## config.mk

```make
export PLATFORM = sky130hd
export DESIGN_NAME = framed_decimal_speed_compare_flat
export DESIGN_NICKNAME = d
export VERILOG_FILES = /design/src/sv/fdsc_pkg.sv /design/src/sv/fdsc_if.sv /design/src/sv/fdsc_frame.sv /design/src/sv/fdsc_speed_cmp.sv /design/src/sv/framed_decimal_speed_compare.sv /design/src/flat_wrapper.sv
export VERILOG_INCLUDE_DIRS = /design/src /design/src/sv
export SDC_FILE = /design/constraint.sdc
export NUM_CORES = 1
export LEC_CHECK = 0
export ABC_AREA = 1
export BUFFER_PORTS_ARGS = -buffer_cell sky130_fd_sc_hd__buf_2
export CELL_PAD_IN_SITES_DETAIL_PLACEMENT = 0
export CELL_PAD_IN_SITES_GLOBAL_PLACEMENT = 2
export CORE_MARGIN = 5
export CORE_UTILIZATION = 37
export CTS_CLUSTER_DIAMETER = 30
export CTS_CLUSTER_SIZE = 12
export DETAILED_ROUTE_END_ITERATION = 6
export GPL_TIMING_DRIVEN = 0
export PLACE_DENSITY = 0.93
export SKIP_CTS_REPAIR_TIMING = 1
export SLEW_MARGIN = 10
export SYNTH_ARGS = -nofsm -noshare
export SYNTH_HDL_FRONTEND = slang
export SYNTH_SLANG_ARGS = --single-unit
```

## constraint.sdc

```tcl
create_clock -name clk -period 5.6 [get_ports clk]
set_input_delay 0.84 -clock clk [delete_from_list [all_inputs] [get_ports clk]]
set_output_delay 0.84 -clock clk [all_outputs]
set_load 0.02 [all_outputs]
```

## src/sv/assert_macros.svh

```systemverilog
// Assertion macros shared by the frame parser and the top-level RTL files.
`ifndef ASSERT_MACROS_SVH
`define ASSERT_MACROS_SVH
`ifndef SYNTHESIS
`define ASSERT_IMPLIES(label, clk, rst_n, pre, post) \
    label: assert property (@(posedge clk) disable iff (!rst_n) (pre) |-> (post)) \
        else $error("assertion failed");
`define ASSERT_NEXT(label, clk, rst_n, pre, post) \
    label: assert property (@(posedge clk) disable iff (!rst_n) (pre) |=> (post)) \
        else $error("assertion failed");
`define ASSERT_NEVER(label, clk, rst_n, cond) \
    label: assert property (@(posedge clk) disable iff (!rst_n) !(cond)) \
        else $error("assertion failed");
`else
`define ASSERT_IMPLIES(label, clk, rst_n, pre, post)
`define ASSERT_NEXT(label, clk, rst_n, pre, post)
`define ASSERT_NEVER(label, clk, rst_n, cond)
`endif
`endif

```

## src/sv/fdsc_pkg.sv

```systemverilog
// Types and constants of the framed decimal speed compare block.
package fdsc_pkg;

    localparam int SPEED_W        = 16;
    localparam int VALUE_W        = 14;
    localparam int BYTE_W         = 8;
    localparam int MAX_DIGITS_DEF = 4;

    localparam logic [BYTE_W-1:0]  CH_OPEN   = 8'h7B;
    localparam logic [BYTE_W-1:0]  CH_CLOSE  = 8'h7D;
    localparam logic [BYTE_W-1:0]  CH_ZERO   = 8'h30;
    localparam logic [BYTE_W-1:0]  CH_NINE   = 8'h39;
    localparam logic [SPEED_W-1:0] TOL_RESET = 16'd30;

    localparam logic [1:0] LED_NONE   = 2'b00;
    localparam logic [1:0] LED_LOCAL  = 2'b01;
    localparam logic [1:0] LED_REMOTE = 2'b10;
    localparam logic [1:0] LED_MATCH  = 2'b11;

    typedef enum logic [1:0] {
        ST_IGNORED  = 2'd0,
        ST_ACCEPTED = 2'd1,
        ST_COMPLETE = 2'd2,
        ST_ABORTED  = 2'd3
    } frame_status_t;

    typedef struct packed {
        logic [BYTE_W-1:0]  rx_byte;
        logic [SPEED_W-1:0] meas_speed;
    } item_word_t;

    typedef struct packed {
        frame_status_t      frame_status;
        logic [1:0]         led_mask;
        logic [VALUE_W-1:0] received_value;
    } result_word_t;

    typedef struct packed {
        logic [SPEED_W-1:0] match_tolerance;
    } cfg_word_t;

    typedef struct packed {
        frame_status_t      status;
        logic               complete;
        logic [VALUE_W-1:0] value;
    } frame_dec_t;

endpackage

```

## src/sv/fdsc_if.sv

```systemverilog
// Valid/ready channel interfaces for item, result and configuration words.
interface fdsc_item_if
    import fdsc_pkg::*;
();
    logic       valid;
    logic       ready;
    item_word_t data;

    modport source (output valid, output data, input ready);
    modport sink   (input valid, input data, output ready);
endinterface

interface fdsc_result_if
    import fdsc_pkg::*;
();
    logic         valid;
    logic         ready;
    result_word_t data;

    modport source (output valid, output data, input ready);
    modport sink   (input valid, input data, output ready);
endinterface

interface fdsc_cfg_if
    import fdsc_pkg::*;
();
    logic      valid;
    logic      ready;
    cfg_word_t data;

    modport source (output valid, output data, input ready);
    modport sink   (input valid, input data, output ready);
endinterface

```

## src/sv/fdsc_frame.sv

```systemverilog
// Frame parser: brace/digit decode and frame state.
`include "assert_macros.svh"

module fdsc_frame
    import fdsc_pkg::*;
#(
    parameter int MAX_DIGITS = MAX_DIGITS_DEF
)
(
    input  logic              clk,
    input  logic              rst_n,
    input  logic              step,
    input  logic [BYTE_W-1:0] rx_byte,
    output frame_dec_t        dec
);

    localparam int CNT_W = $clog2(MAX_DIGITS + 1);

    logic               in_frame_reg;
    logic               in_frame_next;
    logic [CNT_W-1:0]   count_reg;
    logic [CNT_W-1:0]   count_next;
    logic [VALUE_W-1:0] accum_reg;
    logic [VALUE_W-1:0] accum_next;

    logic               is_digit;
    logic [3:0]         digit;
    logic [VALUE_W-1:0] accum_digit;

    assign is_digit    = (rx_byte >= CH_ZERO) && (rx_byte <= CH_NINE);
    assign digit       = 4'(rx_byte - CH_ZERO);
    assign accum_digit = VALUE_W'({accum_reg, 3'b000}) + VALUE_W'({accum_reg, 1'b0})
                       + VALUE_W'(digit);

    always_comb
    begin
        in_frame_next = in_frame_reg;
        count_next    = count_reg;
        accum_next    = accum_reg;
        dec.status    = ST_IGNORED;
        dec.complete  = 1'b0;
        dec.value     = accum_reg;
        if (rx_byte == CH_OPEN)
        begin
            in_frame_next = 1'b1;
            count_next    = '0;
            accum_next    = '0;
            dec.status    = ST_ACCEPTED;
        end
        else if (!in_frame_reg)
        begin
            dec.status = ST_IGNORED;
        end
        else if (is_digit && (count_reg < CNT_W'(MAX_DIGITS)))
        begin
            accum_next = accum_digit;
            count_next = count_reg + CNT_W'(1);
            dec.status = ST_ACCEPTED;
        end
        else if ((rx_byte == CH_CLOSE) && (count_reg != '0))
        begin
            in_frame_next = 1'b0;
            count_next    = '0;
            accum_next    = '0;
            dec.status    = ST_COMPLETE;
            dec.complete  = 1'b1;
        end
        else
        begin
            in_frame_next = 1'b0;
            count_next    = '0;
            accum_next    = '0;
            dec.status    = ST_ABORTED;
        end
    end

    always_ff @(posedge clk or negedge rst_n)
    begin
        if (!rst_n)
        begin
            in_frame_reg <= 1'b0;
            count_reg    <= '0;
            accum_reg    <= '0;
        end
        else if (step)
        begin
            in_frame_reg <= in_frame_next;
            count_reg    <= count_next;
            accum_reg    <= accum_next;
        end
    end

    `ASSERT_NEVER(a_count_max, clk, rst_n, count_reg > CNT_W'(MAX_DIGITS))
    `ASSERT_IMPLIES(a_idle_clear, clk, rst_n, !in_frame_reg, (count_reg == '0) && (accum_reg == '0))
    `ASSERT_NEXT(a_hold, clk, rst_n, !step, $stable(count_reg) && $stable(accum_reg))

endmodule

```

## src/sv/fdsc_speed_cmp.sv

```systemverilog
// Speed comparator: absolute difference against tolerance, picks indicator bits.
module fdsc_speed_cmp
    import fdsc_pkg::*;
(
    input  logic [SPEED_W-1:0] meas_speed,
    input  logic [VALUE_W-1:0] remote_speed,
    input  logic [SPEED_W-1:0] tolerance,
    output logic [1:0]         led_mask
);

    logic [SPEED_W-1:0] remote_ext;
    logic               local_faster;
    logic [SPEED_W-1:0] diff;

    assign remote_ext   = SPEED_W'(remote_speed);
    assign local_faster = meas_speed > remote_ext;
    assign diff         = local_faster ? (meas_speed - remote_ext) : (remote_ext - meas_speed);

    always_comb
    begin
        if (diff <= tolerance)
            led_mask = LED_MATCH;
        else if (local_faster)
            led_mask = LED_LOCAL;
        else
            led_mask = LED_REMOTE;
    end

endmodule

```

## src/sv/framed_decimal_speed_compare.sv

```systemverilog
// Framed decimal speed compare: top level with input and result registers.
// Each word passes the input register, then the result register; a full result register not taken stalls it.
// Throughput: 1 word per cycle; the input register advances whenever the
// result register is empty or being taken, so both stages stream together.
// Reset: rst_n async low clears frame state and valid flags, and sets tolerance to 30.
`include "assert_macros.svh"

module framed_decimal_speed_compare
    import fdsc_pkg::*;
#(
    parameter int MAX_DIGITS = MAX_DIGITS_DEF
)
(
    input  logic           clk,
    input  logic           rst_n,
    fdsc_item_if.sink      item,
    fdsc_result_if.source  result,
    fdsc_cfg_if.sink       cfg
);

    logic               s1_valid_reg;
    item_word_t         s1_word_reg;
    logic               s1_adv;
    logic               s1_stall;
    logic               out_valid_reg;
    result_word_t       out_word_reg;
    result_word_t       out_word_next;
    logic [SPEED_W-1:0] tol_reg;
    frame_dec_t         dec;
    logic [1:0]         cmp_mask;
    logic               out_complete;
    logic               out_other;
    logic               out_blank;

    assign s1_adv     = s1_valid_reg && (!out_valid_reg || result.ready);
    assign s1_stall   = s1_valid_reg && !s1_adv;
    assign item.ready = !s1_valid_reg || s1_adv;
    assign cfg.ready  = 1'b1;

    assign result.valid = out_valid_reg;
    assign result.data  = out_word_reg;

    assign out_complete = out_valid_reg && (out_word_reg.frame_status == ST_COMPLETE);
    assign out_other    = out_valid_reg && (out_word_reg.frame_status != ST_COMPLETE);
    assign out_blank    = (out_word_reg.led_mask == LED_NONE) && (out_word_reg.received_value == '0);

    fdsc_frame #(
        .MAX_DIGITS (MAX_DIGITS)
    ) u_frame (
        .clk     (clk),
        .rst_n   (rst_n),
        .step    (s1_adv),
        .rx_byte (s1_word_reg.rx_byte),
        .dec     (dec)
    );

    fdsc_speed_cmp u_cmp (
        .meas_speed   (s1_word_reg.meas_speed),
        .remote_speed (dec.value),
        .tolerance    (tol_reg),
        .led_mask     (cmp_mask)
    );

    always_comb
    begin
        out_word_next.frame_status   = dec.status;
        out_word_next.led_mask       = dec.complete ? cmp_mask : LED_NONE;
        out_word_next.received_value = dec.complete ? dec.value : '0;
    end

    always_ff @(posedge clk or negedge rst_n)
    begin
        if (!rst_n)
        begin
            s1_valid_reg  <= 1'b0;
            out_valid_reg <= 1'b0;
            tol_reg       <= TOL_RESET;
        end
        else
        begin
            if (item.ready)
                s1_valid_reg <= item.valid;
            if (s1_adv)
                out_valid_reg <= 1'b1;
            else if (result.ready)
                out_valid_reg <= 1'b0;
            if (cfg.valid)
                tol_reg <= cfg.data.match_tolerance;
        end
    end

    always_ff @(posedge clk)
    begin
        if (item.valid && item.ready)
            s1_word_reg <= item.data;
        if (s1_adv)
            out_word_reg <= out_word_next;
    end

    `ASSERT_IMPLIES(a_ready_when_empty, clk, rst_n, !out_valid_reg, item.ready)
    `ASSERT_NEXT(a_s1_hold, clk, rst_n, s1_stall, s1_valid_reg && $stable(s1_word_reg))
    `ASSERT_IMPLIES(a_no_meaning, clk, rst_n, out_other, out_blank)
    `ASSERT_IMPLIES(a_complete_mask, clk, rst_n, out_complete, out_word_reg.led_mask != LED_NONE)

endmodule
```

## src/flat_wrapper.sv

```systemverilog
// flat-port wrapper written by rule: the top's interface ports become plain ports
module framed_decimal_speed_compare_flat import fdsc_pkg::*;
#(
    parameter int MAX_DIGITS = MAX_DIGITS_DEF
)
  (clk, rst_n, item_valid, item_data, item_ready, result_valid, result_data, result_ready, cfg_valid, cfg_data, cfg_ready);
  fdsc_item_if item_i ();
  fdsc_result_if result_i ();
  fdsc_cfg_if cfg_i ();
  input  logic clk;
  input  logic rst_n;
  input wire logic [$bits(item_i.valid)-1:0] item_valid;
  input wire logic [$bits(item_i.data)-1:0] item_data;
  output wire logic [$bits(item_i.ready)-1:0] item_ready;
  output wire logic [$bits(result_i.valid)-1:0] result_valid;
  output wire logic [$bits(result_i.data)-1:0] result_data;
  input wire logic [$bits(result_i.ready)-1:0] result_ready;
  input wire logic [$bits(cfg_i.valid)-1:0] cfg_valid;
  input wire logic [$bits(cfg_i.data)-1:0] cfg_data;
  output wire logic [$bits(cfg_i.ready)-1:0] cfg_ready;
  assign item_i.valid = item_valid;
  assign item_i.data = item_data;
  assign item_ready = item_i.ready;
  assign result_valid = result_i.valid;
  assign result_data = result_i.data;
  assign result_i.ready = result_ready;
  assign cfg_i.valid = cfg_valid;
  assign cfg_i.data = cfg_data;
  assign cfg_ready = cfg_i.ready;
  framed_decimal_speed_compare #(.MAX_DIGITS(MAX_DIGITS)) u_core (.clk(clk), .rst_n(rst_n), .item(item_i), .result(result_i), .cfg(cfg_i));
endmodule
```

==> results_dict.tcl <==
set metrics [dict create \
    finalSetupTns_ns 0 \
    synthTopCellsByCount "nand2_1 (268), inv_1 (159), ha_1 (68)" \
    yosys_most_used_dff "edfxtp_1" \
    wl_per_cell_um 13.4 \
    antenna_found_initial 0 \
    clock_skew_ns 0.00883 \
    final_antenna_net_count 0 \
    cts_sinks 78 \
    h-tree-depth 3 \
    avgSynthCellArea_um2 7.36 \
    cp_max_fo 10 \
    fin_crit_sh 0.640 \
    rsz0062_at_grt "false" \
    p_total_mw 2.47 \
    cts_tree "yes" \
    fillCellCount 1713 \
    largest_register_ffs 24 \
    die_h_um 137 \
    async_flop_share 0.462 \
    post-place-cells 1097 \
    yosysMostFrequentCell "nand2_1" \
    vias 5027 \
    cts-root-buf "clkbuf_16" \
    startpoint_type "flip-flop" \
    period_minus_slack_ns 3.58 \
    drc 0 \
    grt_pass1_vias 5025 \
    clk_pin_slew_ns 0.07 \
    power_density_mw_per_mm2 358 \
    overflow 0 \
    yosysWarnings 0 \
    yosys.area.top_type "edfxtp_1" \
    placementRows 46 \
    synth-edff-count 42 \
    ys_top_cells_by_area "edfxtp_1 (21%), nand2_1 (17%), ha_1 (14%)" \
    synth_seq_cells 78 \
    status "finished clean" \
    hold_viol 0 \
    grt_util_all_layers 0.167 \
    hpwl_um 12200 \
    dieArea_mm2 0.0189 \
    fmax_ghz 0.279 \
    instances_no_fill 1113 \
    irDropWorstVdd_mv 0.172 \
    setup_viol 0 \
    grt_max_degree 37 \
    synth_top_area_frac 0.210 \
    clk_latency_ns 0.36 \
    drv_slew 0 \
    gp_congestion 0.877 \
    initial_utilization 0.378 \
    holdCritPathClass "reg2reg" \
    timing.slew.headroom 0.335 \
    maxCapViolCount 0 \
    numCtsBuffers 9 \
    crit_required_ns 5.71 \
    drtPass1Iterations 4 \
    stdcell_area_mm2 0.00689 \
    crit_arrival_ns 3.69 \
    tightestPinTransition_ns 0.996 \
    die_w_um 137 \
    ys_seq_area_frac 0.360 \
    area_delta_synth_final_pct 14.6 \
    cellLeakagePower_nw 3.69 \
    drive_gt1_frac 0.129 \
    postPlaceCellArea_mm2 0.00660 \
    netlist_area_mm2 0.00601 \
    grt_pass1_wl_um 24500 \
    crit_path_end_kind "flip-flop" \
    io_buffers 64 \
    pin_count 66 \
    cts_buffer_depth 2 \
    wl_um 15000 \
    coreArea_mm2 0.0159 \
    finalHoldWorstSlack_ns 0.502 \
    timing_worst_setup_path_type "reg2reg" \
    syn_inst 817 \
    ys_types 40 \
    diodes 0 \
    final_nets 1009 \
    drt-initial-drc-count 230 \
    viasPerCell 4.52 \
    synth_nets 934 \
]
[layout make-up]
cell class / count / area, um^2 / share of cell area
Tap cell: 216 / 270 / 0.0392
Clock buffer: 9 / 225 / 0.0327
Inverter: 161 / 607 / 0.0881
Multi-Input combinational cell: 566 / 3160 / 0.459
Sequential cell: 78 / 2170 / 0.315
Clock inverter: 7 / 62.6 / 0.00908
Buffer: 12 / 78.8 / 0.0114
Timing Repair Buffer: 64 / 320 / 0.0465
[per-stage QoR]
step	setup WS, ns	utilization
floorplan	2.68	-
global placement	1.97	0.416
detailed placement	1.96	0.416
CTS	1.96	0.434
global route	1.63	0.434
finish	2.02	0.434
[critical path, stage by stage, from the launching register on]
cell and delay, ns:
dfrtp_1 0.43, inv_1 0.15, ha_1 0.45, nand2_1 0.17, inv_1 0.08, nand2_1 0.07, nand2_1 0.06, a21oi_1 0.20
nand2_2 0.11, nand2_4 0.13, buf_4 0.19, nand2_1 0.06, nand2_1 0.06, inv_1 0.04, ha_1 0.30, nand4_1 0.09
nor3_1 0.31, nand2_1 0.09, nand2_1 0.09, nand2_1 0.05, nor2_1 0.13, nor2_1 0.05
[cell usage in the layout, fill, tap and decap left out, types with 2 or more instances in the layout]
| cell | count |
|---|---|
| xor2_1 | 12 |
| nand2_2 | 13 |
| a21oi_2 | 2 |
| ha_1 | 68 |
| o21ai_0 | 32 |
| clkbuf_16 | 9 |
| dfstp_2 | 4 |
| buf_4 | 3 |
| clkinvlp_4 | 3 |
| inv_1 | 159 |
| nand4_1 | 9 |
| nor3_1 | 8 |
| edfxtp_1 | 42 |
| o22ai_1 | 6 |
| fa_1 | 4 |
| a21oi_1 | 32 |
| nand2_1 | 268 |
| nand3_1 | 37 |
| nor2_1 | 53 |
| inv_8 | 2 |
| xnor2_1 | 5 |
| dfrtp_1 | 32 |
| clkbuf_1 | 3 |
| a21o_1 | 2 |
| buf_2 | 69 |
| inv_6 | 2 |
[power breakdown]
part / total, mW / switching (mW) / leakage [nW] / internal, mW
Sequential: 0.726 / 0.0477 / 0.812 / 0.678
Combinational: 1.16 / 0.733 / 2.74 / 0.427
Clock: 0.584 / 0.275 / 0.133 / 0.310
Total: 2.47 / 1.05 / 3.69 / 1.41
[worst paths after layout]
| check | slack [ns] | start | cells after the start | end |
|---|---|---|---|---|
| setup reg to reg | 2.02 | u_core.u_frame.accum_reg[10]$_DFFE_PN0P_ | 21 | u_core.result.data[15]$_SDFFCE_PN0P_ |
| max in group asynchronous | 4.39 | rst_n | 1 | u_core.u_frame.accum_reg[3]$_DFFE_PN0P_ |
| hold reg to reg | 0.50 | u_core.tol_reg[4]$_DFFE_PN1P_ | 2 | u_core.tol_reg[4]$_DFFE_PN1P_ |
| min in group asynchronous | 0.62 | rst_n | 1 | u_core.tol_reg[13]$_DFFE_PN0P_ |
| setup / recovery | 2.02 | u_core.u_frame.accum_reg[10]$_DFFE_PN0P_ | 21 | u_core.result.data[15]$_SDFFCE_PN0P_ |
| hold / removal | 0.50 | u_core.tol_reg[4]$_DFFE_PN1P_ | 2 | u_core.tol_reg[4]$_DFFE_PN1P_ |
[per-layer routing]
layer  track usage  up-vias  routed length (um)
met5             0        -                   0
met4        0.0632        0                 347
met3        0.0263       16                 420
met2         0.274       73                7010
met1         0.222     2230                7180
li1              -     2708                   -
[cells by family (layout without fill, tap and decap cells)]
| family | after synthesis | after routing | share of synthesized area |
|---|---|---|---|
| DFF | 78 | 78 | 0.360 |
| buffers and inverters | 173 | 253 | 0.114 |
| adders and majority gates | 72 | 72 | 0.155 |
| muxes | 1 | 1 | 0.00187 |
| other | 1 | 1 | 0.000624 |
| xor gates and xnor gates | 17 | 17 | 0.0248 |
| and+or+nand+nor | 395 | 395 | 0.271 |
| AOI/OAI and AO/OA | 80 | 80 | 0.0720 |
Power figures use the tool's default switching activity.
